**src/hw/rtl/plgm_pkg.sv**
```systemverilog
// ----------------------------------------------------------------------------
// plgm_pkg
// Shared widths, codes, item type and the restoring division step for the
// palette gradient colour map.
// ----------------------------------------------------------------------------
`default_nettype none

package plgm_pkg;

   localparam int PALETTE_DEPTH = 16;
   localparam int FRACTION_BITS = 16;

   localparam int POINT_W    = 32;
   localparam int SPAN_W     = 31;
   localparam int LEN_CFG_W  = 5;
   localparam int IDX_W      = 4;
   localparam int COLOUR_W   = 24;
   localparam int CH_W       = 8;
   localparam int CH_COUNT   = COLOUR_W / CH_W;
   localparam int ADDR_W     = (PALETTE_DEPTH > 1) ? $clog2(PALETTE_DEPTH) : 1;
   localparam int QUO_W      = ADDR_W + FRACTION_BITS;
   localparam int NUM_W      = SPAN_W + ADDR_W;
   localparam int PROD_W     = CH_W + 1 + FRACTION_BITS + 1;
   localparam int CSR_IDX_W  = 2;
   localparam int CSR_DATA_W = 32;

   localparam logic [CSR_IDX_W-1:0] CSR_RANGE_MIN   = CSR_IDX_W'(0);
   localparam logic [CSR_IDX_W-1:0] CSR_RANGE_SPAN  = CSR_IDX_W'(1);
   localparam logic [CSR_IDX_W-1:0] CSR_PALETTE_LEN = CSR_IDX_W'(2);

   localparam logic OP_MAP   = 1'b0;
   localparam logic OP_WRITE = 1'b1;

   localparam logic [SPAN_W-1:0]    SPAN_RESET = SPAN_W'(256);
   localparam logic [LEN_CFG_W-1:0] LEN_RESET  = LEN_CFG_W'(2);

   typedef struct packed {
      logic                operation;
      logic [IDX_W-1:0]    entry_index;
      logic [COLOUR_W-1:0] entry_colour;
   } item_type;

   // {quotient bit, new remainder}
   typedef logic [SPAN_W:0] step_type;

   function automatic step_type div_step(input logic [SPAN_W-1:0] rem,
                                         input logic              din,
                                         input logic [SPAN_W-1:0] divisor);
      logic [SPAN_W:0] trial;
      logic [SPAN_W:0] diff;
      trial = {rem, din};
      diff  = trial - {1'b0, divisor};
      if (trial >= {1'b0, divisor}) begin
         return {1'b1, diff[SPAN_W-1:0]};
      end else begin
         return {1'b0, trial[SPAN_W-1:0]};
      end
   endfunction

endpackage

`default_nettype wire

```
**src/hw/rtl/plgm_wrap.sv**
```systemverilog
// ----------------------------------------------------------------------------
// plgm_wrap
// Floor-mod of (point - range_min) by the span: one dividend bit per stage.
// ----------------------------------------------------------------------------
`default_nettype none

module plgm_wrap (
   input  logic                                        clock,
   input  logic                                        reset,
   input  logic                                        advance,
   input  logic                                        in_valid,
   input  plgm_pkg::item_type                          in_item,
   input  logic signed [plgm_pkg::POINT_W-1:0]         in_point,
   input  logic signed [plgm_pkg::POINT_W-1:0]         range_min,
   input  logic        [plgm_pkg::SPAN_W-1:0]          span,
   output logic                                        out_valid,
   output plgm_pkg::item_type                          out_item,
   output logic        [plgm_pkg::SPAN_W-1:0]          out_offset
);

   localparam int PW   = plgm_pkg::POINT_W;
   localparam int SW   = plgm_pkg::SPAN_W;
   localparam int DW   = PW + 1;

   logic [DW-1:0] diff;
   logic [DW-1:0] mag;

   logic                 head_v_ff;
   plgm_pkg::item_type   head_item_ff;
   logic                 head_neg_ff;
   logic [PW-1:0]        head_mag_ff;

   logic [PW-1:0]        dv_ff;
   logic [PW-1:0]        dv_neg_ff;
   plgm_pkg::item_type   dv_item_ff [PW];
   logic [SW-1:0]        dv_rem_ff  [PW];
   logic [SW-1:0]        dv_rem_in  [PW];
   logic [PW-1:0]        dv_dvd_ff  [PW];
   logic [PW-1:0]        dv_dvd_in  [PW];

   logic                 fix_v_ff;
   plgm_pkg::item_type   fix_item_ff;
   logic [SW-1:0]        fix_off_ff;
   logic [SW-1:0]        fix_off_in;

   always_comb begin
      diff = {in_point[PW-1], in_point} - {range_min[PW-1], range_min};
      mag  = diff[DW-1] ? (~diff + DW'(1)) : diff;
   end

   always_comb begin
      plgm_pkg::step_type step;
      step         = plgm_pkg::div_step('0, head_mag_ff[PW-1], span);
      dv_rem_in[0] = step[SW-1:0];
      dv_dvd_in[0] = head_mag_ff << 1;
      for (int k = 1; k < PW; k++) begin
         step         = plgm_pkg::div_step(dv_rem_ff[k-1], dv_dvd_ff[k-1][PW-1], span);
         dv_rem_in[k] = step[SW-1:0];
         dv_dvd_in[k] = dv_dvd_ff[k-1] << 1;
      end
   end

   always_comb begin
      if (dv_neg_ff[PW-1] && (dv_rem_ff[PW-1] != '0)) begin
         fix_off_in = span - dv_rem_ff[PW-1];
      end else begin
         fix_off_in = dv_rem_ff[PW-1];
      end
   end

   always_ff @(posedge clock) begin
      if (reset) begin
         head_v_ff <= 1'b0;
         dv_ff     <= '0;
         fix_v_ff  <= 1'b0;
      end else if (advance) begin
         head_v_ff <= in_valid;
         dv_ff     <= {dv_ff[PW-2:0], head_v_ff};
         fix_v_ff  <= dv_ff[PW-1];
      end
   end

   always_ff @(posedge clock) begin
      if (advance) begin
         head_item_ff  <= in_item;
         head_neg_ff   <= diff[DW-1];
         head_mag_ff   <= mag[PW-1:0];
         dv_neg_ff     <= {dv_neg_ff[PW-2:0], head_neg_ff};
         dv_item_ff[0] <= head_item_ff;
         for (int k = 1; k < PW; k++) begin
            dv_item_ff[k] <= dv_item_ff[k-1];
         end
         dv_rem_ff     <= dv_rem_in;
         dv_dvd_ff     <= dv_dvd_in;
         fix_item_ff   <= dv_item_ff[PW-1];
         fix_off_ff    <= fix_off_in;
      end
   end

   assign out_valid  = fix_v_ff;
   assign out_item   = fix_item_ff;
   assign out_offset = fix_off_ff;

endmodule

`default_nettype wire

```
**config.mk**
```make
export PLATFORM = sky130hd
export DESIGN_NAME = plgm_wrap
export DESIGN_NICKNAME = d
export VERILOG_FILES = /design/src/hw/rtl/plgm_pkg.sv /design/src/hw/rtl/plgm_wrap.sv
export SDC_FILE = /design/constraint.sdc
export NUM_CORES = 2
export LEC_CHECK = 0
export BUFFER_PORTS_ARGS = -buffer_cell sky130_fd_sc_hd__buf_2
export CORE_ASPECT_RATIO = 1.1
export CORE_MARGIN = 2
export CORE_UTILIZATION = 25
export CTS_CLUSTER_DIAMETER = 30
export DETAILED_ROUTE_END_ITERATION = 6
export GPL_TIMING_DRIVEN = 0
export PLACE_DENSITY_LB_ADDON = 0.2
export REMOVE_ABC_BUFFERS = 1
export SLEW_MARGIN = 40
export SYNTH_ARGS = -nofsm -noshare
export SYNTH_HDL_FRONTEND = slang
export SYNTH_SLANG_ARGS = --single-unit
```
**constraint.sdc**
```tcl
create_clock -name clock -period 5.8 [get_ports clock]
set_clock_uncertainty 0.05 [all_clocks]
set_input_delay 0.58 -clock clock [delete_from_list [all_inputs] [get_ports clock]]
set_output_delay 0.58 -clock clock [all_outputs]
set_load 0.02 [all_outputs]
```
======== Word-level counts from Yosys, hierarchy flattened ========
Memory sizes are Yosys's and may differ from the RTL's. A register that Yosys moved wholly into a read port is not among the register bits.
Cells that the tools add are included.
storage, ports and cells
  register bits ........................... 1647
  bits in writable memories ............... 928
  output and inout bits ................... 61
  logic and storage cells ................. 181
  memories kept ........................... 1
operators by class
  add/sub/neg operators ................... 35
  magnitude comparators ................... 32
  muxes and demuxes ....................... 36
  bitwise operators ....................... 1
  reduce and logical (&&, ||, !) cells .... 2
memories
  memory      words  bits a word  rd ports  clocked after memory_dff  wr ports  line             RTL
  dv_item_ff  32     29           32        1                         32        plgm_wrap.sv:35  plgm_pkg::item_type dv_item_ff [PW];
operators with widths
  kind                                                             number
  32-bit by 31-bit >= comparator with 1-bit output                 31
  31-bit 2-to-1 mux                                                32
  31-bit subtractor                                                32
  32-bit by 32-bit subtractor with 33-bit output                   1
  32-bit by 1-bit adder with 32-bit output, second input constant  1
  32-bit 2-to-1 mux                                                1
  32-bit inverter                                                  1
  1-bit by 31-bit >= comparator with 1-bit output                  1
  31-bit nonzero test                                              1
  1-bit by 31-bit subtractor with 31-bit output                    1
  1-bit 2-to-1 mux                                                 3
  1-bit logical AND                                                1

======== Longest topological paths before layout ========
  depth in word-level cells ............... 4
  gate-level depth with buffers ........... 17

======== Worst setup path after synthesis ========
Ideal clock, no wire load.
  path type ............................... input-to-reg
  from .................................... in span[7] (netlist bit)
  to ...................................... reg dv_rem_ff[100] (netlist bit), data pin
  setup time .............................. 0.260 ns
  arrival ................................. 4.194 ns
  required time ........................... 5.490 ns
  path slack .............................. 1.296 ns
  cell stages on the path ................. 14
  buffers on the path ..................... 1
  cells stage by stage .................... inv_1 -> ha_1 -> a21o_1 -> a21oi_2 -> nor2b_1 -> or4_4 -> clkinv_1 -> a2111oi_2 -> nor4b_4 -> o31ai_2 -> a2111o_1 -> a311oi_4 -> buf_6 -> mux2_4
RTL lines
  what                    line             RTL
  start: declaration      plgm_wrap.sv:15  input logic [plgm_pkg::SPAN_W-1:0] span,
  end signal: assignment  plgm_wrap.sv:93  dv_rem_ff <= dv_rem_in;
  end: declaration        plgm_wrap.sv:36  logic [SW-1:0] dv_rem_ff [PW];

==> impl_metrics.ini <==
[synthesis]
avgSynthCellArea_um2 = 11.81
synth_top_cell_area_share_pct = 55.23
yosys_warnings = 0
synth_seq_area_share_pct = 55.72
synth_top_flop_cell = edfxtp_1
synth_edf_count = 2570
synth_area_um2 = 139700
ys_async_sr_fraction_pct = 0
synth_top_area_cell = edfxtp_1
synth_seq_cells = 2604
synthCells = 11830
yosys.cell_types.count = 103
synth_area_leaders = edfxtp_1 (55%), ha_1 (9.2%), a21oi_1 (3.7%), xnor2_1 (3.0%), o21ai_0 (2.9%)

[critical_path]
cp_common_cell = buf_2
crit_slowest_cell = fa_1
cp.buffers_inverters = 7
rr_startpoint = dv_dvd_ff[767]
worst-setup-path-type = register to register
critPathTopFamily = compound AO/OA/AOI/OAI gates
cp_cell_sequence = inv_1 > ha_1 > fa_1 > nor2b_1 > o211ai_1 > a31oi_1 > o22a_1 > a21o_1 > a221oi_2 > o2111ai_1 > a41oi_1 > o211ai_1 > buf_2 > buf_2 > buf_2 > buf_2 > buf_4 > buf_2 > mux2_2
r2r_end = dv_rem_ff[686]
start_kind = register
cp_max_fo = 8
crit_cells = 19
reg2reg_setup_slack_ps = 860
crit_end = dv_rem_ff[686]
rr_worst_depth = 19
crit_arrival_ps = 5700
max_stage_delay_ps = 400
crit_start = dv_dvd_ff[767]
endpoint_kind = register
critPathRequiredTime_ps = 6560

[pwr]
ir_drop_v = 0.0003390
leakagePower_nw = 68.24
powerDensity_nw_per_um2 = 615.8

[layout]
layout_commonest_cell = edfxtp_1
utilization_pct = 31.66
multi_input_area_um2 = 59570
ff_latch_area_um2 = 77850
final_net_count = 13820
drive_gt1_share_pct = 13.92
final_cell_mix = edfxtp_1 (2570), a21oi_1 (1028), ha_1 (1026), nand2_1 (947), o21ai_0 (809)
finalNonFillerCells = 20620
finish.instance_area_um2 = 176600
syn2layout_area_growth_pct = 26.42
n_fill_cell = 55980

[clock_network]
clock_sinks = 2604
cts_resized = 0
cts_hold_buf = 35
postCtsSetupRepairBufs = 0
cts_buffers = 701
cts-root-buf = clkbuf_16
clkTransAtPathRegs_ps = 40
clock_tree.buffer_depth = 4
h-tree-depth = 6
cts_tree = done
insertion_delay_ps = 1050

[drt]
routed_wl_mm = 353.8
drtIter0Drc = 5326
vias = 93450
dr.pass1.iters = 6
wl_per_cell_um = 17.16
avgViaCountPerCell = 4.532
drc = 0
final_antenna_net_count = 0

[die]
num_io_pins = 189
dieArea_um2 = 564900
die_x_um = 716.8
die_h_um = 788.1
core_area_um2 = 557800
row_count = 288
initial_utilization_pct = 25.05

[placement]
dp.cells = 19290
place_area_um2 = 152000
gp_congestion = 0.8142
io_buffers = 188
place_hpwl_mm = 246.4

[hold_path]
min_path_type = input port to register

[run_status]
status = completed

[grt]
grt_start_max_net_pins = 108
grt-ovfl-total = 0
antenna_found_initial = 11
grt_pass1_wl_mm = 546.2
grt_pass1_vias = 93790
grt_usage_pct = 12.21

[timing]
setup_violations = 0
worst_slew_margin_rel_pct = 41.20
fmaxAchievable_ghz = 0.2026
finalHoldViolCount = 0
tightestPinTransition_ps = 873.9
period_share_pct = 85.09
fin_crit_ps = 4935
whs_ps = 165.5
slew_viol_final = 0
rsz0062_at_grt = no

[flow_run]
max_cap_violations = 0
[final cells by class]
cell class	instances	share of cell area (%)
antenna	3	0.004250
clock buffer	797	10.17
clock inverter	490	3.565
inverter	431	1.002
multi-input combinational	8542	33.73
sequential	2604	44.08
tap	7395	5.238
timing repair buffer	357	2.214
[power breakdown]
part,internal (mW),leakage [nW],switching (mW)
Clock,26.5,11.6,12.1
Combinational,17.2,31.2,22.6
Sequential,27.7,25.5,2.74
Total,71.4,68.2,37.4
[stage by stage]
stage	power [mW]	worst slack [ps]	setup TNS, ps
floorplan	58.93	-692.0	-12790
global placement	71.25	-41850	-
detailed placement	70.09	22.61	0
CTS	110.1	831.3	0
global route	116.5	422.9	0
finish	108.8	864.8	0
[metal layers]
metal  wire [µm]  up-vias  track usage, %
met3       14350      719           1.887
li1            -    46830               -
met1      168900    44080           16.71
met2      158200     1820           19.41
met4       12350        0           4.598
met5           0        -               0
[registers in the layout, indices dropped and copies added, names as in the netlist, 29 cells and up]
name,flops
out_item,29
dv_dvd_ff,496
dv_rem_ff,992
head_item_ff,29
out_offset,31
head_mag_ff,32
dv_ff,32
dv_item_ff,928
dv_neg_ff,32
[worst reg2reg max path, stage by stage (launching register included)]
cell       delay, ps
edfxtp_1         360
inv_1             50
ha_1             200
fa_1             400
nor2b_1          170
o211ai_1         140
a31oi_1          280
o22a_1           210
a21o_1           200
a221oi_2         140
o2111ai_1        280
a41oi_1          250
o211ai_1         360
buf_2            250
buf_2            220
buf_2            220
buf_2            200
buf_4            170
buf_2            180
mux2_2           350
[cells in the mapped netlist, types with 34 or more instances]
cell type and instances:
edfxtp_1 2570, a21oi_1 1030, ha_1 1026, nand2_1 948
o21ai_0 810, nor2_1 805, a21o_1 501, xnor2_1 481
inv_1 429, xor2_1 332, nand3_1 214, clkbuf_1 203
mux2_2 203, nor3_1 202, o21a_1 171, nor2b_1 145
nand2b_1 138, nand4_1 118, a31oi_1 109, o31ai_1 109
and3_1 101, o21bai_1 92, a211oi_1 79, or3_1 75
a21boi_0 63, mux2i_1 56, o211ai_1 54, or2_2 54
and2_1 50, nor4_1 49, dfxtp_1 34
[cells by family after synthesis]
logic type               Yosys count  share of synthesized area (%)
multiplexers                     288                          2.346
XOR/XNOR                         813                          5.096
adder cells (fa/ha/maj)         1059                          9.661
flip-flops                      2604                          55.72
AND/OR/NAND/NOR                 3019                          10.22
AO/OA/AOI/OAI                   3363                          15.08
buffers and inverters            680                          1.875
[worst min-delay path by stage]
| stage | start | end | slack [ps] | depth (start not counted) |
|---|---|---|---|---|
| after floorplan | head_mag_ff[7] | dv_dvd_ff[1000] | 350 | 0 |
| after global placement | dv_item_ff[31][16] | out_item[16] | 350 | 0 |
| after detailed placement | head_mag_ff[14] | dv_dvd_ff[1007] | 350 | 0 |
| after CTS | range_min[1] | head_mag_ff[1] | 50 | 3 |
| after global routing | range_min[1] | head_mag_ff[1] | 120 | 3 |
| final | range_min[1] | head_mag_ff[1] | 170 | 3 |
No activity file was read; power rests on OpenSTA's default activity.
