`src/hw/rtl/plgm_pkg.sv`:
```
// ----------------------------------------------------------------------------
// plgm_pkg
// Shared widths, codes, item type and the restoring division step for the
// palette gradient colour map.
// ----------------------------------------------------------------------------
`default_nettype none

package plgm_pkg;

   localparam int PALETTE_DEPTH = 16;
   localparam int FRACTION_BITS = 16;

   localparam int POINT_W    = 32;
   localparam int SPAN_W     = 31;
   localparam int LEN_CFG_W  = 5;
   localparam int IDX_W      = 4;
   localparam int COLOUR_W   = 24;
   localparam int CH_W       = 8;
   localparam int CH_COUNT   = COLOUR_W / CH_W;
   localparam int ADDR_W     = (PALETTE_DEPTH > 1) ? $clog2(PALETTE_DEPTH) : 1;
   localparam int QUO_W      = ADDR_W + FRACTION_BITS;
   localparam int NUM_W      = SPAN_W + ADDR_W;
   localparam int PROD_W     = CH_W + 1 + FRACTION_BITS + 1;
   localparam int CSR_IDX_W  = 2;
   localparam int CSR_DATA_W = 32;

   localparam logic [CSR_IDX_W-1:0] CSR_RANGE_MIN   = CSR_IDX_W'(0);
   localparam logic [CSR_IDX_W-1:0] CSR_RANGE_SPAN  = CSR_IDX_W'(1);
   localparam logic [CSR_IDX_W-1:0] CSR_PALETTE_LEN = CSR_IDX_W'(2);

   localparam logic OP_MAP   = 1'b0;
   localparam logic OP_WRITE = 1'b1;

   localparam logic [SPAN_W-1:0]    SPAN_RESET = SPAN_W'(256);
   localparam logic [LEN_CFG_W-1:0] LEN_RESET  = LEN_CFG_W'(2);

   typedef struct packed {
      logic                operation;
      logic [IDX_W-1:0]    entry_index;
      logic [COLOUR_W-1:0] entry_colour;
   } item_type;

   // {quotient bit, new remainder}
   typedef logic [SPAN_W:0] step_type;

   function automatic step_type div_step(input logic [SPAN_W-1:0] rem,
                                         input logic              din,
                                         input logic [SPAN_W-1:0] divisor);
      logic [SPAN_W:0] trial;
      logic [SPAN_W:0] diff;
      trial = {rem, din};
      diff  = trial - {1'b0, divisor};
      if (trial >= {1'b0, divisor}) begin
         return {1'b1, diff[SPAN_W-1:0]};
      end else begin
         return {1'b0, trial[SPAN_W-1:0]};
      end
   endfunction

endpackage

`default_nettype wire

```
`src/hw/rtl/plgm_blend.sv`:
```
// ----------------------------------------------------------------------------
// plgm_blend
// Palette memory (one write, two reads) and per-channel linear blend.
// Writes and reads sit at the same stage, so item order is kept.
// ----------------------------------------------------------------------------
`default_nettype none

module plgm_blend (
   input  logic                                    clock,
   input  logic                                    reset,
   input  logic                                    advance,
   input  logic                                    in_valid,
   input  plgm_pkg::item_type                      in_item,
   input  logic [plgm_pkg::ADDR_W-1:0]             in_seg,
   input  logic [plgm_pkg::FRACTION_BITS-1:0]      in_frac,
   output logic                                    out_valid,
   output logic [plgm_pkg::COLOUR_W-1:0]           out_colour
);

   localparam int CW  = plgm_pkg::COLOUR_W;
   localparam int HW  = plgm_pkg::CH_W;
   localparam int NCH = plgm_pkg::CH_COUNT;
   localparam int AW  = plgm_pkg::ADDR_W;
   localparam int FB  = plgm_pkg::FRACTION_BITS;
   localparam int PW  = plgm_pkg::PROD_W;

   logic [CW-1:0] pal_mem [plgm_pkg::PALETTE_DEPTH];

   logic                 wr_en;
   logic                 rd_v_ff;
   logic [CW-1:0]        rd_l_ff;
   logic [CW-1:0]        rd_r_ff;
   logic [FB-1:0]        rd_frac_ff;

   logic                 mul_v_ff;
   logic [CW-1:0]        mul_left_ff;
   logic signed [PW-1:0] mul_prod_ff [NCH];
   logic signed [PW-1:0] mul_prod_in [NCH];

   assign wr_en = advance && in_valid && (in_item.operation == plgm_pkg::OP_WRITE) &&
                  (32'(in_item.entry_index) < 32'(plgm_pkg::PALETTE_DEPTH));

   always_ff @(posedge clock) begin
      if (wr_en) begin
         pal_mem[AW'(in_item.entry_index)] <= in_item.entry_colour;
      end
      if (advance) begin
         rd_l_ff    <= pal_mem[in_seg];
         rd_r_ff    <= pal_mem[in_seg + AW'(1)];
         rd_frac_ff <= in_frac;
      end
   end

   always_comb begin
      logic signed [HW:0] delta;
      for (int c = 0; c < NCH; c++) begin
         delta = $signed({1'b0, rd_r_ff[c*HW +: HW]}) - $signed({1'b0, rd_l_ff[c*HW +: HW]});
         mul_prod_in[c] = delta * $signed({1'b0, rd_frac_ff});
      end
   end

   always_ff @(posedge clock) begin
      if (reset) begin
         rd_v_ff  <= 1'b0;
         mul_v_ff <= 1'b0;
      end else if (advance) begin
         rd_v_ff  <= in_valid && (in_item.operation == plgm_pkg::OP_MAP);
         mul_v_ff <= rd_v_ff;
      end
   end

   always_ff @(posedge clock) begin
      if (advance) begin
         mul_left_ff <= rd_l_ff;
         mul_prod_ff <= mul_prod_in;
      end
   end

   // left + floor(delta*f / 2^F), exact and within one channel
   always_comb begin
      logic signed [PW-1:0] step_sh;
      for (int c = 0; c < NCH; c++) begin
         step_sh = mul_prod_ff[c] >>> FB;
         out_colour[c*HW +: HW] = mul_left_ff[c*HW +: HW] + step_sh[HW-1:0];
      end
   end

   assign out_valid = mul_v_ff;

endmodule

`default_nettype wire

```
`config.mk`:
```
export PLATFORM = sky130hd
export DESIGN_NAME = plgm_blend
export DESIGN_NICKNAME = d
export VERILOG_FILES = /design/src/hw/rtl/plgm_pkg.sv /design/src/hw/rtl/plgm_blend.sv
export SDC_FILE = /design/constraint.sdc
export NUM_CORES = 2
export LEC_CHECK = 0
export ABC_AREA = 1
export ABC_CLOCK_PERIOD_IN_PS = 7000
export BUFFER_PORTS_ARGS = -buffer_cell sky130_fd_sc_hd__buf_4
export CORE_MARGIN = 4
export CORE_UTILIZATION = 50
export CTS_BUF_LIST = sky130_fd_sc_hd__clkbuf_4
export DETAILED_ROUTE_END_ITERATION = 10
export GPL_TIMING_DRIVEN = 0
export PLACE_DENSITY = 0.66
export SETUP_SLACK_MARGIN = 0.3
export SLEW_MARGIN = 20
export SYNTH_ARGS = -nofsm -noshare
export SYNTH_HDL_FRONTEND = slang
export SYNTH_SLANG_ARGS = --single-unit
```
`constraint.sdc`:
```
create_clock -name clock -period 7 [get_ports clock]
set_clock_uncertainty 0.2 [all_clocks]
set_input_delay 0.7 -clock clock [delete_from_list [all_inputs] [get_ports clock]]
set_output_delay 0.7 -clock clock [all_outputs]
set_load 0.05 [all_outputs]
```
Yosys cells after proc, flatten, opt, wreduce, memory -nomap -nowiden
Memories as Yosys holds them, arrays and structs flattened. A register that Yosys moved wholly into a read port is not among the register bits.
Index checks and enable logic that the tools add are counted.
{"block": "totals", "inputBits": 53, "word_cells": 24, "latchBits": 0, "output_inout_bits": 25, "mem_bits_ro": 0, "n_memories": 1, "regBits": 114, "mem_bits_rw": 384}
{"memory": "pal_mem", "words": 16, "word_bits": 24, "rd": 2, "rd_ports_with_merged_regs": 2, "write_ports": 1, "line": "plgm_blend.sv:27", "rtl": "logic [CW-1:0] pal_mem [plgm_pkg::PALETTE_DEPTH];"}
{"block": "classes", "n_mux": 2, "shift": 0, "div_mod_pow": 0, "eq_ne": 0, "order_cmp": 0, "reduce_logical": 3, "addsub": 7, "mul": 3, "n_bitwise": 1}
{"op": "9-bit by 17-bit multiplier with 24-bit output", "n": 3}
{"op": "8-bit by 8-bit subtractor with 9-bit output", "n": 3}
{"op": "8-bit adder", "n": 3}
{"op": "4-bit by 1-bit adder with 4-bit output, second input constant", "n": 1}
{"op": "1-bit logical AND", "n": 3}
{"op": "1-bit 2-to-1 mux", "n": 2}
{"op": "1-bit inverter", "n": 1}

Logic depth before layout (Yosys ltp)
{"block": "depth", "word_depth": 4, "ltp_mapped": 31, "depth_no_buf": 31}

Least setup slack after synthesis
No wires, ideal clock.
{"block": "synth_timing", "path_type": "register to register", "start": "reg rd_l_ff[16], read port of pal_mem", "end": "reg mul_prod_ff[21] (netlist name), data pin", "required_ps": 6548, "slack_ps": 1141, "path_buffers": 1, "synth_period_minus_slack_ps": 5859, "path_stages_with_launch": 29, "arrival_time_ps": 5406, "setup_time_ps": 252, "path_cell_list": "edfxtp_1 -> ha_1 -> fa_1 -> o21ai_2 -> o21ai_2 -> xor2_1 -> inv_1 -> buf_2 -> nor2_1 -> fa_1 -> inv_1 -> fa_1 -> inv_1 -> fa_1 -> fa_1 -> inv_1 -> fa_1 -> inv_1 -> ha_1 -> nand2_1 -> a21oi_1 -> nor3_1 -> nand2_1 -> nand2_1 -> nand2_1 -> nand2_1 -> nand2_1 -> nand2_1 -> nand2_1"}
{"item": "start, declared", "line": "plgm_blend.sv:31", "rtl": "logic [CW-1:0] rd_l_ff;"}
{"item": "end signal, assigned", "line": "plgm_blend.sv:75", "rtl": "mul_prod_ff <= mul_prod_in;"}
{"item": "end, declared", "line": "plgm_blend.sv:37", "rtl": "logic signed [PW-1:0] mul_prod_ff [NCH];"}

==> flow_metrics.env <==
export IMPL_status="complete, no violations"
export IMPL_die_h_um=280
export IMPL_drive_above_1_share=0.110
export IMPL_die_area_mm2=0.0785
export IMPL_drc=0
export IMPL_initial_core_util=0.506
export IMPL_port_buffers=76
export IMPL_synth_cell_types=40
export IMPL_slew_viol_final=0
export IMPL_drt_vias_per_instance=5.94
export IMPL_tightest_slew_ns=1.08
export IMPL_via_count=31400
export IMPL_fin_nets=4794
export IMPL_synth_avg_cell_area_um2=9.39
export IMPL_clock_latency_ns=1.04
export IMPL_cts_tree="built"
export IMPL_ys_seq_area_frac=0.403
export IMPL_crit_arrival_ns=6.99
export IMPL_syn_inst=3946
export IMPL_cts_sinks=498
export IMPL_cpPeakStageDelay_ns=0.53
export IMPL_min_period_over_period=0.920
export IMPL_fin_cells=5291
export IMPL_syn_cell_area_mm2=0.0370
export IMPL_gp_congestion=1.03
export IMPL_grt_pass1_wl_um=188000
export IMPL_dpl_cell_count=4997
export IMPL_synth_fp_nets=4513
export IMPL_endpoint_kind="flop"
export IMPL_hpwl_um=94200
export IMPL_required_ns=7.55
export IMPL_critical_path_class="flop to flop"
export IMPL_setup_viol=0
export IMPL_period_minus_slack_ns=6.44
export IMPL_layout_common_cells="568 x inv_1, 498 x nand2_1, 496 x edfxtp_1"
export IMPL_n_fill_cell=6560
export IMPL_max_freq_mhz=155
export IMPL_grtUsageTotal=0.322
export IMPL_crit_fanout=10
export IMPL_ios=78
export IMPL_ant_nets=0
export IMPL_synth_warnings=0
export IMPL_wl_um=126000
export IMPL_rsz0062_at_grt="yes"
export IMPL_min_path_type="input port to flop"
export IMPL_first_global_vias=31400
export IMPL_critPathLaunchType="flop"
export IMPL_max_cap_violations=0
export IMPL_clk_path_buf_depth=3
export IMPL_h_tree_depth=4
export IMPL_area_delta_synth_final_pct=12.8
export IMPL_cpMostUsedCell="inv_1"
export IMPL_regArea_mm2=0.0149
export IMPL_wl_per_cell_um=23.9
export IMPL_grt_start_max_net_pins=117
export IMPL_rows=99
export IMPL_core_area_mm2=0.0732
export IMPL_final_common_cell="inv_1"
export IMPL_drt_pre_antenna_iters=7
export IMPL_die_w_um=280
export IMPL_multi_input_area_mm2=0.0192
export IMPL_setup_tns_ns=0
export IMPL_antenna_found_initial=4
export IMPL_yosys_register_bits=498
export IMPL_first_iter_violations=3914
export IMPL_cts_buffers=137
export IMPL_grt_overflow_total=0
export IMPL_hold_viol=0
export IMPL_crit_slowest_cell="fa_1"
export IMPL_cts_root_buf="clkbuf_4"
export IMPL_slew_headroom=0.280
export IMPL_cts_clk_slew_worst_paths_ns=0.07
-- cell usage after synthesis --
| cell type | number | area [um^2] |
|---|---|---|
| a211oi_1 | 1 | 7.51 |
| a21boi_0 | 1 | 7.51 |
| a21o_1 | 3 | 22.5 |
| a21oi_1 | 393 | 1970 |
| a21oi_2 | 1 | 8.76 |
| a31oi_1 | 8 | 50.1 |
| buf_1 | 14 | 52.6 |
| buf_2 | 71 | 355 |
| buf_4 | 7 | 52.6 |
| buf_6 | 7 | 78.8 |
| clkbuf_1 | 118 | 443 |
| clkinv_1 | 4 | 15.0 |
| dfxtp_1 | 2 | 40.0 |
| edfxtp_1 | 496 | 14900 |
| fa_1 | 300 | 6010 |
| ha_1 | 214 | 2680 |
| inv_1 | 570 | 2140 |
| inv_2 | 8 | 30.0 |
| nand2_1 | 498 | 1870 |
| nand3_1 | 171 | 856 |
| nand3_2 | 1 | 10.0 |
| nand4_1 | 19 | 119 |
| nor2_1 | 401 | 1510 |
| nor3_1 | 14 | 70.1 |
| nor4_1 | 3 | 18.8 |
| o211ai_1 | 36 | 270 |
| o21a_1 | 5 | 37.5 |
| o21ai_0 | 422 | 2110 |
| o21ai_1 | 25 | 125 |
| o21ai_2 | 12 | 105 |
| o21bai_1 | 7 | 52.6 |
| o21bai_2 | 3 | 33.8 |
| o221ai_1 | 45 | 394 |
| o22ai_1 | 3 | 18.8 |
| o31ai_1 | 1 | 7.51 |
| or2_1 | 1 | 6.26 |
| or2_2 | 2 | 12.5 |
| xnor2_1 | 18 | 158 |
| xor2_1 | 34 | 298 |
| xor2_2 | 7 | 114 |
-- worst paths after layout --
kind	start	end	slack (ns)	cells past startpoint
max	rd_l_ff[1]	mul_prod_ff[75]	0.56	29
min	in_seg[3]	rd_l_ff[23]	0.12	3
max reg2reg	rd_l_ff[1]	mul_prod_ff[75]	0.56	29
min reg2reg	rd_v_ff	out_valid	0.24	2
-- kinds of logic after synthesis --
| family | count (synthesis) | share of synthesized area |
|---|---|---|
| fa+ha+maj | 514 | 0.234 |
| simple gates | 1110 | 0.121 |
| compound gates | 966 | 0.141 |
| flops | 498 | 0.403 |
| buf+inv | 799 | 0.0855 |
| xor+xnor | 59 | 0.0154 |
-- sequential cells by signal (all words and copies together), names as in the netlist --
register / cells
rd_frac_ff: 16
out_valid: 1
rd_l_ff: 24
pal_mem: 384
mul_left_ff: 24
rd_v_ff: 1
mul_prod_ff: 24
rd_r_ff: 24
-- critical path, delay by kind of cell (launching register included) --
family | cells | cell delay [ns]
xor gates and xnor gates | 1 | 0.19
AOI/OAI and AO/OA | 6 | 1.09
buffers and inverters | 9 | 0.68
DFF | 1 | 0.47
and+or+nand+nor | 6 | 0.48
adders and majority gates | 7 | 3.06
-- area by class of cell --
cell class	count	share of cell area
tap	959	0.0287
antenna	2	0.000120
timing repair buffer	142	0.0354
buffer	217	0.0238
sequential	498	0.357
inverter	582	0.0523
clock buffer	199	0.0357
multi-input combinational	2649	0.460
clock inverter	43	0.00659
-- metal layers --
metal,global-route usage,up-vias,share of wire
met5,0,-,0.00025
met4,0.185,4,0.068
met3,0.0819,553,0.11
met2,0.517,2135,0.45
met1,0.400,14900,0.36
li1,-,13900,-
-- through the flow --
| step | setup WS [ns] | hold slack, ns | area [um^2] | utilization |
|---|---|---|---|---|
| 4_1_cts | 0.270 | 0.0463 | 41500 | 0.568 |
| 6_report | 0.561 | 0.124 | 41800 | 0.571 |
| 3_5_place_dp | 0.224 | 0.238 | 39300 | 0.537 |
| 5_1_grt | 0.189 | 0.0775 | 41800 | 0.571 |
| 2_1_floorplan | 1.14 | 0.226 | 37000 | - |
| 3_3_place_gp | 0.257 | 0.233 | 38800 | 0.530 |
-- timing repair --
action                                  in CTS  in global routing
buffers inserted                             0                  5
resized for setup                            4                 32
hold buffers                                43                  1
endpoints found under the setup margin       5                 24
hold endpoints to repair                   402                 30
Power is not shown: default switching activity piles up to over one toggle a cycle in this logic, so the estimate is an artifact.
