**src/hw/rtl/plgm_pkg.sv**
```systemverilog
// ----------------------------------------------------------------------------
// plgm_pkg
// Shared widths, codes, item type and the restoring division step for the
// palette gradient colour map.
// ----------------------------------------------------------------------------
`default_nettype none

package plgm_pkg;

   localparam int PALETTE_DEPTH = 16;
   localparam int FRACTION_BITS = 16;

   localparam int POINT_W    = 32;
   localparam int SPAN_W     = 31;
   localparam int LEN_CFG_W  = 5;
   localparam int IDX_W      = 4;
   localparam int COLOUR_W   = 24;
   localparam int CH_W       = 8;
   localparam int CH_COUNT   = COLOUR_W / CH_W;
   localparam int ADDR_W     = (PALETTE_DEPTH > 1) ? $clog2(PALETTE_DEPTH) : 1;
   localparam int QUO_W      = ADDR_W + FRACTION_BITS;
   localparam int NUM_W      = SPAN_W + ADDR_W;
   localparam int PROD_W     = CH_W + 1 + FRACTION_BITS + 1;
   localparam int CSR_IDX_W  = 2;
   localparam int CSR_DATA_W = 32;

   localparam logic [CSR_IDX_W-1:0] CSR_RANGE_MIN   = CSR_IDX_W'(0);
   localparam logic [CSR_IDX_W-1:0] CSR_RANGE_SPAN  = CSR_IDX_W'(1);
   localparam logic [CSR_IDX_W-1:0] CSR_PALETTE_LEN = CSR_IDX_W'(2);

   localparam logic OP_MAP   = 1'b0;
   localparam logic OP_WRITE = 1'b1;

   localparam logic [SPAN_W-1:0]    SPAN_RESET = SPAN_W'(256);
   localparam logic [LEN_CFG_W-1:0] LEN_RESET  = LEN_CFG_W'(2);

   typedef struct packed {
      logic                operation;
      logic [IDX_W-1:0]    entry_index;
      logic [COLOUR_W-1:0] entry_colour;
   } item_type;

   // {quotient bit, new remainder}
   typedef logic [SPAN_W:0] step_type;

   function automatic step_type div_step(input logic [SPAN_W-1:0] rem,
                                         input logic              din,
                                         input logic [SPAN_W-1:0] divisor);
      logic [SPAN_W:0] trial;
      logic [SPAN_W:0] diff;
      trial = {rem, din};
      diff  = trial - {1'b0, divisor};
      if (trial >= {1'b0, divisor}) begin
         return {1'b1, diff[SPAN_W-1:0]};
      end else begin
         return {1'b0, trial[SPAN_W-1:0]};
      end
   endfunction

endpackage

`default_nettype wire

```
**src/hw/rtl/plgm_scale.sv**
```systemverilog
// ----------------------------------------------------------------------------
// plgm_scale
// Position = offset*(len-1)*2^F / span, one quotient bit per stage, then
// split into segment index and fraction.
// ----------------------------------------------------------------------------
`default_nettype none

module plgm_scale (
   input  logic                                    clock,
   input  logic                                    reset,
   input  logic                                    advance,
   input  logic                                    in_valid,
   input  plgm_pkg::item_type                      in_item,
   input  logic [plgm_pkg::SPAN_W-1:0]             in_offset,
   input  logic [plgm_pkg::SPAN_W-1:0]             span,
   input  logic [plgm_pkg::ADDR_W-1:0]             len_m1,
   input  logic [plgm_pkg::ADDR_W-1:0]             len_m2,
   output logic                                    out_valid,
   output plgm_pkg::item_type                      out_item,
   output logic [plgm_pkg::ADDR_W-1:0]             out_seg,
   output logic [plgm_pkg::FRACTION_BITS-1:0]      out_frac
);

   localparam int SW = plgm_pkg::SPAN_W;
   localparam int AW = plgm_pkg::ADDR_W;
   localparam int QW = plgm_pkg::QUO_W;
   localparam int NW = plgm_pkg::NUM_W;
   localparam int FB = plgm_pkg::FRACTION_BITS;

   logic                 mul_v_ff;
   plgm_pkg::item_type   mul_item_ff;
   logic [NW-1:0]        mul_num_ff;

   logic [QW-1:0]        dv_ff;
   plgm_pkg::item_type   dv_item_ff [QW];
   logic [SW-1:0]        dv_rem_ff  [QW];
   logic [SW-1:0]        dv_rem_in  [QW];
   logic [QW-1:0]        dv_dvd_ff  [QW];
   logic [QW-1:0]        dv_dvd_in  [QW];
   logic [QW-1:0]        dv_quo_ff  [QW];
   logic [QW-1:0]        dv_quo_in  [QW];

   logic [AW-1:0]        seg_raw;
   logic                 cl_v_ff;
   plgm_pkg::item_type   cl_item_ff;
   logic [AW-1:0]        cl_seg_ff;
   logic [FB-1:0]        cl_frac_ff;

   always_comb begin
      plgm_pkg::step_type step;
      step         = plgm_pkg::div_step(mul_num_ff[NW-1:AW], mul_num_ff[AW-1], span);
      dv_rem_in[0] = step[SW-1:0];
      dv_dvd_in[0] = {mul_num_ff[AW-1:0], {FB{1'b0}}} << 1;
      dv_quo_in[0] = QW'(step[SW]);
      for (int k = 1; k < QW; k++) begin
         step         = plgm_pkg::div_step(dv_rem_ff[k-1], dv_dvd_ff[k-1][QW-1], span);
         dv_rem_in[k] = step[SW-1:0];
         dv_dvd_in[k] = dv_dvd_ff[k-1] << 1;
         dv_quo_in[k] = {dv_quo_ff[k-1][QW-2:0], step[SW]};
      end
   end

   assign seg_raw = dv_quo_ff[QW-1][QW-1:FB];

   always_ff @(posedge clock) begin
      if (reset) begin
         mul_v_ff <= 1'b0;
         dv_ff    <= '0;
         cl_v_ff  <= 1'b0;
      end else if (advance) begin
         mul_v_ff <= in_valid;
         dv_ff    <= {dv_ff[QW-2:0], mul_v_ff};
         cl_v_ff  <= dv_ff[QW-1];
      end
   end

   always_ff @(posedge clock) begin
      if (advance) begin
         mul_item_ff   <= in_item;
         mul_num_ff    <= NW'(in_offset) * NW'(len_m1);
         dv_item_ff[0] <= mul_item_ff;
         for (int k = 1; k < QW; k++) begin
            dv_item_ff[k] <= dv_item_ff[k-1];
         end
         dv_rem_ff     <= dv_rem_in;
         dv_dvd_ff     <= dv_dvd_in;
         dv_quo_ff     <= dv_quo_in;
         cl_item_ff    <= dv_item_ff[QW-1];
         cl_seg_ff     <= (seg_raw > len_m2) ? len_m2 : seg_raw;
         cl_frac_ff    <= dv_quo_ff[QW-1][FB-1:0];
      end
   end

   assign out_valid = cl_v_ff;
   assign out_item  = cl_item_ff;
   assign out_seg   = cl_seg_ff;
   assign out_frac  = cl_frac_ff;

endmodule

`default_nettype wire

```
**config.mk**
```make
export PLATFORM = sky130hd
export DESIGN_NAME = plgm_scale
export DESIGN_NICKNAME = d
export VERILOG_FILES = /design/src/hw/rtl/plgm_pkg.sv /design/src/hw/rtl/plgm_scale.sv
export SDC_FILE = /design/constraint.sdc
export NUM_CORES = 2
export LEC_CHECK = 0
export ABC_AREA = 1
export BUFFER_PORTS_ARGS = -buffer_cell sky130_fd_sc_hd__buf_4
export CORE_MARGIN = 4
export CORE_UTILIZATION = 45
export CTS_CLUSTER_DIAMETER = 50
export DETAILED_ROUTE_END_ITERATION = 8
export GPL_TIMING_DRIVEN = 0
export MAX_ROUTING_LAYER = met4
export PLACE_DENSITY_LB_ADDON = 0.15
export SETUP_SLACK_MARGIN = 0.15
export SYNTH_ARGS = -nofsm -noshare
export SYNTH_HDL_FRONTEND = slang
export SYNTH_SLANG_ARGS = --single-unit
export TNS_END_PERCENT = 50
```
**constraint.sdc**
```tcl
create_clock -name clock -period 4.9 [get_ports clock]
set_clock_uncertainty 0.15 [all_clocks]
set_input_delay 0.735 -clock clock [delete_from_list [all_inputs] [get_ports clock]]
set_output_delay 0.735 -clock clock [all_outputs]
set_load 0.01 [all_outputs]
```
After elaboration in Yosys (flattened, before gate mapping) --
Memories as Yosys holds them, arrays and structs flattened. A register that Yosys moved wholly into a read port is not among the register bits. Cells that the tools add are included.
Word-level totals: flip-flop bits (word level) 911, bits in writable memories 580, output and inout port bits 50, word-level logic and storage cells 132, memories 1
Cells by class: add/sub/neg operators 20, multipliers 1, order comparisons 21, multiplexer cells 23
Memories:
- dv_item_ff | depth 20, width 29, read ports 20, clocked after Yosys merged registers in 1, wr ports 20, RTL line plgm_scale.sv:35 | plgm_pkg::item_type dv_item_ff [QW];
Operators by type and width (number):
- $ge 32x31->1 | 20
- $mux 32 | 20
- $sub 31x31->31 | 20
- $mul 31x4->35 | 1
- $gt 4x4->1 | 1
- $mux 4 | 1
- $mux 1 | 2

Longest topological paths before layout --
depth after elaboration 2, gate-level depth with buffers 19, mapped depth without buffers 18

Least setup slack after synthesis --
No wires, ideal clock.
path kind in2reg, from in len_m1[3] (netlist name), to reg mul_num_ff[26], data pin, arrival 3.505 ns, data required time 4.498 ns, slack 0.993 ns, stages 17, cells stage by stage clkbuf_1 nand2_1 fa_1 inv_1 fa_1 inv_1 fa_1 inv_1 nand3_1 nand2_1 nand2_1 o211ai_1 nand2_1 nand2_1 nand2_1 nand3_1 nand2_1
On the way: word-level cells in the longest chain between the ends 1
RTL lines:
- start: declaration | RTL line plgm_scale.sv:16 | input logic [plgm_pkg::ADDR_W-1:0] len_m1,
- $mul 31x4->35 | RTL line plgm_scale.sv:80 | mul_num_ff <= NW'(in_offset) * NW'(len_m1);
- end signal: assignment | RTL line plgm_scale.sv:80
- end: declaration | RTL line plgm_scale.sv:32 | logic [NW-1:0] mul_num_ff;
Every way passes these cells. A chain may end at the register's enable or synchronous reset.

==> results.txt <==
The run finished with clean final reports. The first-pass GRT wire length is 462000 um. The cell that appears most often on the critical path is sky130_fd_sc_hd__buf_2. For this run the aggregate overflow at the end of global routing stands at 0. The data required time of the worst path is 5.35 ns. After floorplanning, the core was sized to cover 230000 sq um. The worst setup path is captured at a flip-flop.

The initial standard-cell utilization of the core came out at 45.3%. Of the total synthesized cell area, the portion taken by AND, OR, NAND and NOR gates is 31.0%. The max-cap check violation count is 0. The routed via count divided by cell count came out at 4.92. The area share of the largest cell type after synthesis is 43.1%. Counting every net in the synthesized netlist gives 14800. The clock passes through at most 3 buffers.

The final critical-path setup slack came out at 0.619 ns. In this run, synthesis produced a sequential element count of 1520. The cell type with the highest aggregate area in the netlist is sky130_fd_sc_hd__edfxtp_1. The final count of pins violating max slew is 0. The count of final setup violators is 0.

By instance count, the leading cell after synthesis is sky130_fd_sc_hd__nand2_1. The slew of the pin with the lowest slew margin came out at 1.37 ns. The floorplan step defined a die boundary enclosing 240000 sq um. The largest driver fanout on the critical path is 22. The top-level I/O count came out at 153.

In this run the post-CTS setup repair buffer count came out at 0. For this block, the routed nets add up to 306000 um of wire. For this run, the slowest stage of the critical path takes 0.57 ns.

For this block, the initial DRC count from the detailed router was 7667. The average instance in the mapped netlist occupies 7.48 sq um. The via count of the routed design is 86200.

The final routed DRC violation total is 0. The layout net count is 15200. Among all flip-flop cells after synthesis, the most frequent one is sky130_fd_sc_hd__edfxtp_1. The routed length per placed instance is 17.5 um.

The count of nets left with antenna violations once routing finished came out at 0. Cells fill 50.7% of the core in the end. The total of buffers placed on input and output ports came out at 152. The number of gates resized after CTS came out at 0. The classification of the worst-slack hold path is in -> reg. Once layout is done, the placed cells without fillers occupy 117000 sq um. The initial antenna violation count is 18. Headroom to the max-slew limit came out at 8.78%. The dominant combinational cell family by area after synthesis is simple AND/OR/NAND/NOR gates. The number of warnings issued by yosys came out at 0. The number of search-and-repair iterations in the first detailed-routing pass came out at 7. The cell at the root of the clock tree is sky130_fd_sc_hd__clkbuf_16. The TritonCTS clock tree is done.

The number of clock buffers added by TritonCTS is 181. The final-report hold violation count came out at 0. Clock latency on the worst-skew pair, taken at its later pin, is 0.87 ns.

In this run the horizontal extent of the chip is 490 um. The aggregate global-route resource usage is 26.1%. Setup repair after global routing left no endpoint under its margin. Counting flops with an async set or reset pin after synthesis yields a share of 0%. The signal arrival time at the worst endpoint came out at 4.73 ns. The post-route worst hold slack is 0.0900 ns. In the post-synthesis netlist, the biggest area contributors are sky130_fd_sc_hd__edfxtp_1, sky130_fd_sc_hd__nand2_1, sky130_fd_sc_hd__inv_1, sky130_fd_sc_hd__ha_1, sky130_fd_sc_hd__nand3_1. The total clock sinks is 1520. The synthesis-to-layout area growth came out at 11.9%. The synthesized cell area is 104000 sq um. The maximum level of the CTS H-tree came out at 4. The instance count of the mapped netlist came out at 13900. The maximum number of pins on one net before global-route repair came out at 192. The leakage dissipation is 60.7 nW. The pre-CTS worst setup slack is -0.146 ns.

After synthesis, flip-flops and latches occupy 43.5% of the total area. The clock input transition at the sequential cells of the worst setup and hold paths came out at 0.06 ns. The die span in y is 490 um. The adder-cell area share of the yosys netlist is 9.42%.

The number of enable flip-flop cells after synthesis came out at 1498. The number of rows created at floorplan is 176. The power density of the placed cells is 642 nW/um^2. The fraction of synthesized area in multiplexers came out at 0%. For this design, the slowest cell found on the critical path is sky130_fd_sc_hd__buf_2. In the synthesized netlist, the cells that appear most often are sky130_fd_sc_hd__nand2_1, sky130_fd_sc_hd__inv_1, sky130_fd_sc_hd__edfxtp_1, sky130_fd_sc_hd__nand3_1, sky130_fd_sc_hd__nor2_1. The critical path is of the in -> reg type. In this run the register-to-register setup slack is 1.83 ns. Detailed placement finished with a half-perimeter wire length of 239000 um. The final clock period utilization by the worst path is 87.4%. STA classifies the critical path startpoint as an input port. The unique cell type count in the Yosys netlist is 46. The xor/xnor cell area share of the yosys netlist came out at 2.41%. The highest clock rate came out at 0.234 GHz.

The compound-gate portion of the synthesized area came out at 2.98%. The area after detailed placement came out at 110000 sq um. The final weighted congestion of routability-driven global placement is 0.952.

The critical path goes through buf_4 -> inv_1 -> buf_2 -> buf_2 -> clkbuf_2 -> buf_12 -> ha_1 -> nand3_1 -> nor3_1 -> nand4_2 -> clkbuf_1 -> nand4_1 -> nand2_1. The shortest period the worst path allows came out at 4.28 ns. The proportion of layout cells with a drive suffix above 1 is 5.65%. The peak supply drop came out at 0.334 mV. The via count of the first global-routing pass came out at 79800.
## registers in the layout, summed over array words and instances, names as in the netlist
| signal | cells |
|---|---|
| out_item | 29 |
| out_frac | 16 |
| mul_item_ff | 29 |
| out_seg | 4 |
| out_valid | 1 |
| dv_rem_ff | 589 |
| dv_dvd_ff | 6 |
| mul_num_ff | 35 |
| mul_v_ff | 1 |
| dv_quo_ff | 210 |
| dv_ff | 20 |
| dv_item_ff | 580 |
## path summary, 6_finish.rpt
kind | start | endpoint | cells past startpoint
worst min-delay path | len_m2[0] | out_seg[0] | 3
worst max-delay path | span[0] | dv_rem_ff[301] | 13
worst min register to register | dv_item_ff[8][26] | dv_item_ff[9][26] | 0
worst max register to register | dv_rem_ff[470] | dv_rem_ff[452] | 13
## final cells by class
cell class / count / area, sq um
fillers: 22900 / 114000
multi-input cells: 9575 / 47800
flip-flops and latches: 1520 / 45400
inverters: 2706 / 10200
clock buffers: 203 / 4630
well taps: 3026 / 3790
repair buffers: 220 / 2290
clock inverters: 135 / 1680
plain buffers: 146 / 943
diodes: 4 / 10.0
## critical path: cells and delay by family
family	cells	cell delay (ns)
adders and majority gates	1	0.22
and+or+nand+nor	5	0.94
buffers and inverters	7	2.65
## layer usage
layer  vias up  wire (um)  track usage [%]
met4         0      11900             9.12
met1     38700     144000             37.1
met5         -          0                -
met2      2480     130000             38.5
met3       497      20500             3.26
li1      44500          -                -
## cells in the final DEF (no fill, tap or decap), types with 15 or more instances in the layout
master / synthesis / layout
sky130_fd_sc_hd__clkinv_1: 0 / 29
sky130_fd_sc_hd__dfxtp_1: 22 / 22
sky130_fd_sc_hd__xor2_1: 277 / 277
sky130_fd_sc_hd__buf_2: 61 / 61
sky130_fd_sc_hd__clkbuf_1: 24 / 44
sky130_fd_sc_hd__nor3_1: 70 / 70
sky130_fd_sc_hd__ha_1: 662 / 662
sky130_fd_sc_hd__buf_4: 37 / 188
sky130_fd_sc_hd__bufinv_16: 0 / 21
sky130_fd_sc_hd__a21oi_1: 382 / 382
sky130_fd_sc_hd__o21bai_1: 56 / 56
sky130_fd_sc_hd__inv_6: 0 / 15
sky130_fd_sc_hd__nand3_1: 846 / 846
sky130_fd_sc_hd__nor2_2: 25 / 25
sky130_fd_sc_hd__nand3b_1: 44 / 44
sky130_fd_sc_hd__inv_1: 2683 / 2653
sky130_fd_sc_hd__edfxtp_1: 1498 / 1498
sky130_fd_sc_hd__fa_1: 77 / 77
sky130_fd_sc_hd__inv_2: 23 / 50
sky130_fd_sc_hd__clkbuf_16: 0 / 182
sky130_fd_sc_hd__buf_12: 1 / 28
sky130_fd_sc_hd__o21ai_1: 47 / 47
sky130_fd_sc_hd__or2_2: 47 / 47
sky130_fd_sc_hd__and2_1: 32 / 32
sky130_fd_sc_hd__buf_6: 20 / 20
sky130_fd_sc_hd__dlygate4sd3_1: 0 / 31
sky130_fd_sc_hd__clkinv_2: 0 / 25
sky130_fd_sc_hd__nand2_1: 5783 / 5783
sky130_fd_sc_hd__nand2_2: 50 / 50
sky130_fd_sc_hd__and3_1: 17 / 17
sky130_fd_sc_hd__nor2_1: 843 / 843
sky130_fd_sc_hd__nand4_1: 166 / 166
sky130_fd_sc_hd__o21ai_0: 67 / 67
## kinds of logic after synthesis
group	Yosys count
xor gates and xnor gates	287
and+or+nand+nor	7972
DFF	1520
adders and majority gates	739
AOI/OAI and AO/OA	577
buffers and inverters	2852
## what timing repair did
action / CTS / global route
hold endpoints to repair: 32 / 0
setup endpoints to repair: 0 / 0
hold buffers: 31 / 0
## report_power, final
part / internal, mW / switching, mW
registers: 19.4 / 2.58
logic: 12.8 / 26.4
clock network: 8.09 / 5.63
## per-stage QoR
stage	total power, mW	instances	TNS, ns
5_1_grt	81.3	17500	0
2_1_floorplan	48.6	13900	0
6_report	74.9	17500	0
4_1_cts	74.7	17500	0
3_5_place_dp	60.5	17200	-3.08
3_3_place_gp	60.7	17100	-
No activity file was read; power rests on OpenSTA's default activity.
